`src/rtl/core/dpmf_pkg.sv`:
```
// ----------------------------------------------------------------------------
// dpmf_pkg
// shared types and constants of the dual port message fifo
// ----------------------------------------------------------------------------
package dpmf_pkg;

  localparam int QUEUE_BYTES_DEF = 512;
  localparam int MAX_RESULTS     = 64;
  localparam int CNT_W           = $clog2(MAX_RESULTS + 1);
  localparam int CHUNK_W         = 7;
  localparam logic [CHUNK_W-1:0] CHUNK_RESET = 7'd64;

  typedef enum logic [1:0] {
    OP_CONN  = 2'd0,
    OP_MSG   = 2'd1,
    OP_DRAIN = 2'd2
  } op_t;

  typedef enum logic {
    ST_IDLE  = 1'b0,
    ST_DRAIN = 1'b1
  } state_t;

  typedef struct packed {
    logic [1:0]  operation;
    logic        port;
    logic [1:0]  connected_mask;
    logic [7:0]  data_byte;
    logic        first_byte;
    logic        final_byte;
    logic [9:0]  message_length;
    logic [6:0]  sink_accepts;
  } in_item_t;

  typedef struct packed {
    logic        kind;
    logic        out_port;
    logic [7:0]  out_byte;
    logic        accepted;
    logic        last_of_run;
    logic [31:0] rejected_count;
    logic [31:0] abandoned_count;
    logic [9:0]  fill_port0;
    logic [9:0]  fill_port1;
  } out_item_t;

  // decisions handed from the planner to the control
  typedef struct packed {
    logic             admit_ok;
    logic [CNT_W-1:0] drain_n;
  } plan_t;

endpackage

```
`src/rtl/core/dpmf_ram.sv`:
```
// ----------------------------------------------------------------------------
// dpmf_ram
// byte ring storage of one port, one write and one registered read port
// ----------------------------------------------------------------------------
module dpmf_ram #(
  parameter int DEPTH = dpmf_pkg::QUEUE_BYTES_DEF,
  parameter int AW    = $clog2(DEPTH)
) (
  input  logic          clk,
  input  logic          we,
  input  logic [AW-1:0] waddr,
  input  logic [7:0]    wdata,
  input  logic [AW-1:0] raddr,
  output logic [7:0]    rdata
);

  logic [7:0] mem [DEPTH];

  always_ff @(posedge clk) begin
    if (we) begin
      mem[waddr] <= wdata;
    end
    rdata <= mem[raddr];
  end

endmodule

```
`config.mk`:
```
export PLATFORM = sky130hd
export DESIGN_NAME = dpmf_ram
export DESIGN_NICKNAME = d
export VERILOG_FILES = /design/src/rtl/core/dpmf_pkg.sv /design/src/rtl/core/dpmf_ram.sv
export SDC_FILE = /design/constraint.sdc
export NUM_CORES = 2
export LEC_CHECK = 0
export BUFFER_PORTS_ARGS = -buffer_cell sky130_fd_sc_hd__buf_2
export CAP_MARGIN = 20
export CORE_UTILIZATION = 25
export CTS_CLUSTER_DIAMETER = 80
export DETAILED_ROUTE_END_ITERATION = 8
export PLACE_DENSITY_LB_ADDON = 0.1
export SLEW_MARGIN = 40
export SYNTH_ARGS = -nofsm -noshare
export SYNTH_HDL_FRONTEND = slang
export SYNTH_SLANG_ARGS = --single-unit
```
`constraint.sdc`:
```
create_clock -name clk -period 3.21 [get_ports clk]
set_clock_uncertainty 0.05 [all_clocks]
set_input_delay 0.642 -clock clk [delete_from_list [all_inputs] [get_ports clk]]
set_output_delay 0.642 -clock clk [all_outputs]
set_load 0.01 [all_outputs]
```
==> summary.md <==
| Metric | Value |
|---|---|
| Status | finished clean |
| Seq pwr share | 0.497 |
| Hold_sp | wdata[3] |
| Tightest Hold Check Type | input pin to flop |
| Mapped Cells | 8,030 |
| Critical path capture point type | flop |
| Commonest non-fill, non-tap cell in the layout | edfxtp_1 |
| Sw frac | 0.226 |
| Layout area overhead | 24.7% |
| IO Pins | 36 |
| Cell taking the most area after synthesis | edfxtp_1 |
| HPWL Detailed | approximately 360,000 µm |
| Inserted Clock Buffers | between 400 and 500 |
| Final period utilization | 0.976 |
| RSZ-0062 raised after global routing | yes |
| Comb pwr share | 0.059 |
| Final wirelength | roughly 540,000 µm |
| Vias in the first global route | around 90,000 |
| Starting DRT DRC Count | roughly 6,600 |
| R2r endpoint | rdata[7]$_DFF_P_ |
| CORE AREA | roughly 640,000 µm² |
| Router iterations before antenna repair | 6 |
| Vias per std cell | ~4.6 |
| CTS Root Cell | clkbuf_16 |
| Hold Vio Cnt, Final | 0 |
| Drc violations | 0 |
| Die ar. | about 640,000 µm² |
| Slew @ Worst Pin | between 0.8 and 0.9 ns |
| Dpl ws | -1.20 ns |
| Critical path class | input pin to flop |
| Initial core utilization | 0.251 |
| CTS HTree Levels | 5 |
| WHS Path Cells | 1 |
| Fmax | 319 MHz |
| Die width | 802 µm |
| Port Buffers | 35 |
| Ys flop type | edfxtp_1 |
| Total GRT Usage | 0.162 |
| WL per Instance | 28.8 µm |
| Commonest cells after routing, fill and taps aside | edfxtp_1, buf_4, mux2i_1 |
| # nets final | 9,831 |
| Clock sink total | roughly 4,100 |
| Psw | 26.9 mW |
| CP Data Required Time | just over 4 ns |
| Setup Viol. Count Final | 0 |
| Synth area leaders | edfxtp_1, mux4_2, mux2i_1, o221ai_1, nor2_1 |
| Vias | 85,600 |
| Yosys warnings | 0 |
| #FFs+latches synth | around 4,100 |
| Syn nets | around 8,100 |
| Cell Area, Placed | 184,000 µm² |
| First-pass GRT wire length | around 740,000 µm |
| # rows | ~290 |
| Setup crit start kind | input pin |
| Setup crit start | raddr[1] |
| Synth cell types | ~50 |
| Pwr Density | roughly 600 nW/µm² |
| GP Congestion | 0.821 |
| Pins over their slew limit | 0 |
| Peak VDD IR | roughly 0.46 mV |
| Overall Power | between 100 and 150 mW |
| Final min period | 3.13 ns |
| Post-route ant nets | 0 |
| Total global routing overflow | 0 |
| Pint | between 90 and 100 mW |
| Clk pwr share | 0.444 |
| Top-area cell type share of the netlist area | 0.769 |
| Reg2reg start | mem[34][7]$_DFFE_PP_ |
| Final Core Density | 0.313 |
| Initial antenna violation count | 39 |
| Post-synth EDFFs | slightly above 4,000 |
| Avg Inst Size Synth | 19.9 µm² |
| Setup WS post-layout | roughly 0.076 ns |
| Static Leak | 65.8 nW |
| Register-to-Register Path Depth | 11 |
| Max FO, Critical Path | 20 |
| Post-Syn Area | 160,000 µm² |
| # Max-Cap Violations | 0 |
| Clock-pin slew on the worst setup and hold paths | 0.06 ns |
| Worst slew margin | 0.410 |
| Data arrival, critical path | about 4.0 ns |
| Final instance area | between 150,000 and 200,000 µm² |
| Reg2Reg Setup Slack | around 0.25 ns |
| Chip height | roughly 800 µm |
| Hold Crit Endpoint | mem[194][3]$_DFFE_PP_ |
| Post-synthesis sequential area ratio | 0.770 |
| TritonCTS clock tree | yes |
| Skew-Pair Late Insertion Delay | 1.07 ns |
| Post-CTS setup buffer count | 0 |
| Layout cells sized above 1 | 0.312 |
| Share of flip-flops with an asynchronous set or reset | 0 |
| Clk buf depth | 4 |
| Largest net degree at the start of global routing | between 100 and 150 |
-- synth_stat cells (64+ instances only) --
cell type  instances
buf_6             64
buf_4             70
o22ai_1          163
nor2_1           597
clkbuf_1         265
nand2_1          111
nor3_1           109
o21ai_0          118
edfxtp_1        4096
mux2i_1          797
o221ai_1         371
mux4_2           654
a21oi_1          194
-- layout make-up --
cell class	count	area (µm²)
inverter	3	20.0
timing repair buffer	1818	16600
sequential	4104	123000
tap	8407	10500
clock buffer	548	12100
fill	61300	437000
antenna	21	52.6
multi-input combinational	3410	34100
clock inverter	306	3000
-- layer usage --
layer | vias to the layer above | GRT usage | share of wire
li1 | 37100 | - | -
met1 | 46100 | 0.226 | 0.46
met2 | 1761 | 0.272 | 0.48
met3 | 601 | 0.0212 | 0.040
met4 | 6 | 0.0327 | 0.021
met5 | - | 0 | 0.000073
-- power groups by stage --
stage | clock network [mW] | logic (mW) | registers (mW)
floorplan | 0 | 2.81 | 60.2
global placement | 0 | 7.17 | 60.2
detailed placement | 0 | 7.20 | 60.2
CTS | 54.4 | 7.23 | 59.1
global route | 56.2 | 7.44 | 59.1
finish | 52.8 | 7.03 | 59.1
-- what timing repair did --
item	in CTS	in global routing
endpoints found under the hold margin	117	0
pin swaps	0	2
endpoints found under the setup margin	2	2
resized for setup	2	2
gates cloned	0	0
hold buffers	7	0
-- worst max-delay path: stages --
cell and delay [ns]:
buf_8 0.12, or2_4 0.39, buf_12 0.24, buf_12 0.17, buf_4 0.20, o221ai_1 0.38
o22ai_1 0.23, a22oi_1 0.22, nand4_1 0.57, buf_4 0.37, nand2_1 0.19, o2111a_1 0.21
-- cells by family (layout without fill, tap and decap cells) --
| group | count (synthesis) | in the layout | synth area share |
|---|---|---|---|
| AOI/OAI and AO/OA | 979 | 979 | 0.0431 |
| DFF | 4104 | 4104 | 0.770 |
| and+or+nand+nor | 980 | 980 | 0.0263 |
| buffers and inverters | 516 | 2675 | 0.0185 |
| muxes | 1451 | 1451 | 0.142 |
| other | 0 | 21 | 0 |
-- worst max-delay path by stage --
stage                        to  slack (ns)  cells after the start
2_1_floorplan  rdata[0]$_DFF_P_        0.55                     10
3_3_place_gp   rdata[3]$_DFF_P_       -1.30                     11
3_5_place_dp   rdata[0]$_DFF_P_       -1.20                     14
4_1_cts        rdata[6]$_DFF_P_        0.05                     12
5_1_grt        rdata[6]$_DFF_P_       -0.02                     12
6_report       rdata[6]$_DFF_P_        0.08                     12
-- stage by stage --
stage,hold slack [ns],instances,setup TNS [ns]
finish,0.113,18600,0
global route,0.0449,18600,-0.0180
CTS,0.00815,18600,0
detailed placement,1.02,17700,-7.61
global placement,1.02,17700,-8.39
floorplan,0.691,8030,0
-- flip-flops by register name, indices dropped and copies added, names as in the netlist --
register and flops:
mem 4096, rdata 8
Note: power is estimated with default switching activity, not from simulation.
