File: src/rtl/core/dpmf_pkg.sv
// ----------------------------------------------------------------------------
// dpmf_pkg
// shared types and constants of the dual port message fifo
// ----------------------------------------------------------------------------
package dpmf_pkg;

  localparam int QUEUE_BYTES_DEF = 512;
  localparam int MAX_RESULTS     = 64;
  localparam int CNT_W           = $clog2(MAX_RESULTS + 1);
  localparam int CHUNK_W         = 7;
  localparam logic [CHUNK_W-1:0] CHUNK_RESET = 7'd64;

  typedef enum logic [1:0] {
    OP_CONN  = 2'd0,
    OP_MSG   = 2'd1,
    OP_DRAIN = 2'd2
  } op_t;

  typedef enum logic {
    ST_IDLE  = 1'b0,
    ST_DRAIN = 1'b1
  } state_t;

  typedef struct packed {
    logic [1:0]  operation;
    logic        port;
    logic [1:0]  connected_mask;
    logic [7:0]  data_byte;
    logic        first_byte;
    logic        final_byte;
    logic [9:0]  message_length;
    logic [6:0]  sink_accepts;
  } in_item_t;

  typedef struct packed {
    logic        kind;
    logic        out_port;
    logic [7:0]  out_byte;
    logic        accepted;
    logic        last_of_run;
    logic [31:0] rejected_count;
    logic [31:0] abandoned_count;
    logic [9:0]  fill_port0;
    logic [9:0]  fill_port1;
  } out_item_t;

  // decisions handed from the planner to the control
  typedef struct packed {
    logic             admit_ok;
    logic [CNT_W-1:0] drain_n;
  } plan_t;

endpackage

File: src/rtl/core/dpmf_plan.sv
// ----------------------------------------------------------------------------
// dpmf_plan
// admission check of a new message and size of a drain burst
// ----------------------------------------------------------------------------
module dpmf_plan #(
  parameter int QUEUE_BYTES = dpmf_pkg::QUEUE_BYTES_DEF,
  parameter int PW = $clog2(QUEUE_BYTES),
  parameter int FW = $clog2(QUEUE_BYTES + 1)
) (
  input  logic [FW-1:0]               fill [2],
  input  logic [PW-1:0]               rptr [2],
  input  logic [1:0]                  link,
  input  logic [9:0]                  length,
  input  logic                        port,
  input  logic [6:0]                  sink,
  input  logic [dpmf_pkg::CHUNK_W-1:0] chunk,
  output dpmf_pkg::plan_t             plan
);

  localparam int LW = (FW > 10) ? FW : 10;
  localparam int MW = (FW > dpmf_pkg::CNT_W) ? FW : dpmf_pkg::CNT_W;

  logic [FW-1:0] room [2];
  logic          fits [2];
  logic [FW-1:0] to_wrap;
  logic [FW-1:0] avail;
  logic [dpmf_pkg::CNT_W-1:0] lim;

  always_comb begin
    for (int p = 0; p < 2; p++) begin
      room[p] = FW'(QUEUE_BYTES) - fill[p];
      fits[p] = !link[p] || (LW'(length) <= LW'(room[p]));
    end
    plan.admit_ok = (link != 2'b00) && fits[0] && fits[1];

    // bytes up to the ring wrap, then the chunk, sink and burst limits
    to_wrap = FW'(QUEUE_BYTES) - FW'(rptr[port]);
    avail   = (fill[port] < to_wrap) ? fill[port] : to_wrap;
    lim     = dpmf_pkg::CNT_W'(dpmf_pkg::MAX_RESULTS);
    if (dpmf_pkg::CNT_W'(chunk) < lim) begin
      lim = dpmf_pkg::CNT_W'(chunk);
    end
    if (dpmf_pkg::CNT_W'(sink) < lim) begin
      lim = dpmf_pkg::CNT_W'(sink);
    end
    if (MW'(avail) < MW'(lim)) begin
      lim = dpmf_pkg::CNT_W'(avail);
    end
    plan.drain_n = link[port] ? lim : '0;
  end

endmodule

File: config.mk
export PLATFORM = sky130hd
export DESIGN_NAME = dpmf_plan
export DESIGN_NICKNAME = d
export VERILOG_FILES = /design/src/rtl/core/dpmf_pkg.sv /design/src/rtl/core/dpmf_plan.sv
export SDC_FILE = /design/constraint.sdc
export NUM_CORES = 1
export LEC_CHECK = 0
export BUFFER_PORTS_ARGS = -buffer_cell sky130_fd_sc_hd__buf_2
export CAP_MARGIN = 20
export CORE_MARGIN = 5
export CORE_UTILIZATION = 40
export DETAILED_ROUTE_END_ITERATION = 10
export PLACE_DENSITY = 0.65
export RECOVER_POWER = 50
export SETUP_SLACK_MARGIN = 0.2
export SLEW_MARGIN = 5
export SYNTH_ARGS = -nofsm -noshare
export SYNTH_HDL_FRONTEND = slang
export SYNTH_SLANG_ARGS = --single-unit
File: constraint.sdc
create_clock -name vclk -period 7.3
set_input_delay 0.73 -clock vclk [all_inputs]
set_output_delay 0.73 -clock vclk [all_outputs]
set_load 0.02 [all_outputs]
==> out/results.tsv <==
metric	value	unit
route.vias.total	2352	
p_sw_share	58.1	%
placement.setup.worst_slack	0.413	ns
first_pass_iters	4	
power_frac_clock	0	%
power.net_switching	0.127	mW
cp_max_fanout	30	
synth_area_per_cell	7.65	µm²
vdd_ir_drop_max	0.0000413	V
worst_path_largest_cell_delay	0.39	ns
grt_setup_unrepaired	no	
power.sequential.fraction	0	%
run_status	finished clean	
startpoint_types	primary input	
cp_cell_instances	clkbuf_4 > mux2i_1 > ha_1 > nand2_2 > or3_1 > xor2_1 > mux2i_1 > ha_1 > nand4_1 > nor2_1 > a211oi_2 > nand2_2 > nor2_1 > a21oi_1 > ha_1 > a21o_1 > a21o_1 > a21o_1 > a41o_1 > a31o_1 > o2111ai_2 > nand2_4 > o31ai_2 > buf_2	
slowest_stage	clkbuf_4	
globalRoute.totalOverflow	0	
antennaDiodeCount	0	
grt_antenna_before_repair	0	
post_syn_area	0.00223	mm²
power-per-cell-area	82.2	mW/mm²
wl	6260	µm
critPathRequiredTime	6.57	ns
coreArea	0.00547	mm²
layout.cells.most_common_list	71 x buf_2, 44 x ha_1, 32 x nor2_1, 22 x nand2_1, 21 x inv_1	
worst_setup_path_end_kind	output port	
post_cts.repair.setup_buffers	0	
global_route.usage.total	17.3	%
warnings_from_yosys	0	
vertical_die_dimension	84.7	µm
regArea	0	µm²
max-slew-margin-rel	26.8	%
syn_inst	292	
post-route-drc-count	0	
pwr-share-comb	100.0	%
drive_above_1_share	28.6	%
placement.io_buffers	73	
whs_path_depth	5	
n_sequential_cell	0	
grt_start_max_net_pins	31	
hp-class	in2out	
layout_min_cycle_time	6.61	ns
crit_path_arrival_time	5.88	ns
cell_internal_pwr	0.0917	mW
max_freq	0.151	GHz
finalWeightedCongestion	0.867	
synth.lib_cells_used.distinct	57	
via_per_inst	5.44	
worst_slew_pin_slew	1.07	ns
critPathTopFamily	compound AO/OA/AOI/OAI gates	
crit_path_start	port	
syn2layout_area_growth	19.1	%
worstHoldStart	link[0]	
hpwl	5570	µm
setup_viol	0	
ant_nets	0	
slew_viol_final	0	
holdPathEnd	plan[7]	
avgRoutedWirePerCell	14.5	µm
dieArea	0.00718	mm²
static-leakage-power	1.29	nW
cp.buffers_inverters	2	
first_global_vias	2438	
synth_fp_nets	401	
drt-initial-drc-count	89	
timing_hold_violations_final	0	
fin_util	48.7	%
grt_first_pass_wirelength	10700	µm
final_common_cell	buf_2	
final_critical_path_setup_slack	0.692	ns
max_cap_violations	0	
chipWidth	84.7	µm
layout_clock_buffer_count	0	
initial_core_util	40.8	%
io_pins	73	
post-route-period-util	90.5	%
rows	27	
synth.yosys.seq_area_share	0	%
finish.net_count	471	
finalSetupTns	0	ns
category_of_the_critical_setup_timing_path	in2out	
## through the flow
step	cells	power (mW)	hold WS [ns]	cell area, µm²
after floorplan	292	0.153	1.66	2230
after global routing	432	0.248	1.95	2660
after CTS	432	0.219	1.91	2660
after detailed placement	432	0.218	1.90	2660
after global placement	432	0.214	1.90	2660
final	432	0.219	1.94	2660
## worst min-delay path: stages
cell,delay (ns)
buf_2,0.10
nand3_1,0.08
o21ai_0,0.09
a21oi_1,0.04
clkbuf_1,0.16
## worst max-delay path by stage
| stage | cells after the start | end |
|---|---|---|
| floorplan | 25 | plan[0] |
| global placement | 24 | plan[1] |
| detailed placement | 24 | plan[1] |
| CTS | 24 | plan[1] |
| global route | 24 | plan[5] |
| finish | 24 | plan[1] |
## area by class of cell
class / instances / area (µm²)
multi-input combinational: 265 / 2120
tap: 72 / 90.1
inverter: 22 / 82.6
timing repair buffer: 73 / 367
fill: 593 / 2810
## per-layer routing
layer	track usage, %	share of wire, %	up-vias
li1	-	-	1215
met1	22.2	46	1059
met2	31.7	46	70
met3	1.57	5.9	8
met4	2.30	1.3	0
met5	0	0	-
## repair_timing
| action | in CTS | in global routing |
|---|---|---|
| hold endpoints to repair | 0 | 0 |
| gates resized for setup | 0 | 2 |
| hold buffers | 0 | 0 |
| setup endpoints to repair | 0 | 7 |
## logic make-up (layout without fill, tap and decap cells)
logic type / Yosys count / count (layout) / share of synthesized area, %
muxes: 24 / 24 / 11.9
and+or+nand+nor: 104 / 104 / 24.5
AOI/OAI and AO/OA: 68 / 68 / 24.1
xor gates and xnor gates: 25 / 25 / 9.80
buffers and inverters: 27 / 95 / 5.10
adders and majority gates: 44 / 44 / 24.6
## Yosys cell counts (2+ instances only)
library cell,instances,share of area (%)
a21oi_2,2,0.78
nor2_1,32,5.4
o21bai_1,2,0.67
nand3_1,5,1.1
nor4b_1,2,0.78
nand2b_1,4,1.1
nor2b_1,4,1.1
a31oi_1,5,1.4
a21oi_1,14,3.1
nor3b_1,4,1.3
o31ai_1,4,1.3
xnor2_1,11,4.3
nor4_1,2,0.56
mux2i_1,15,6.7
clkbuf_1,2,0.34
inv_1,21,3.5
nand4_1,6,1.7
nand4b_1,3,1.2
o21ai_1,5,1.1
mux2_2,7,3.5
xor2_1,14,5.5
nand2_1,23,3.9
nor3_1,9,2.0
o21ai_0,9,2.0
ha_1,44,25
or3_1,2,0.56
a211oi_2,5,2.8
a21o_1,7,2.4
## power groups by stage
stage / combinational (mW) / sequential, mW / clock, mW
5_1_grt: 0.248 / 0 / 0
3_3_place_gp: 0.214 / 0 / 0
2_1_floorplan: 0.153 / 0 / 0
3_5_place_dp: 0.218 / 0 / 0
6_report: 0.219 / 0 / 0
4_1_cts: 0.219 / 0 / 0
(Power assumes the default switching activity.)
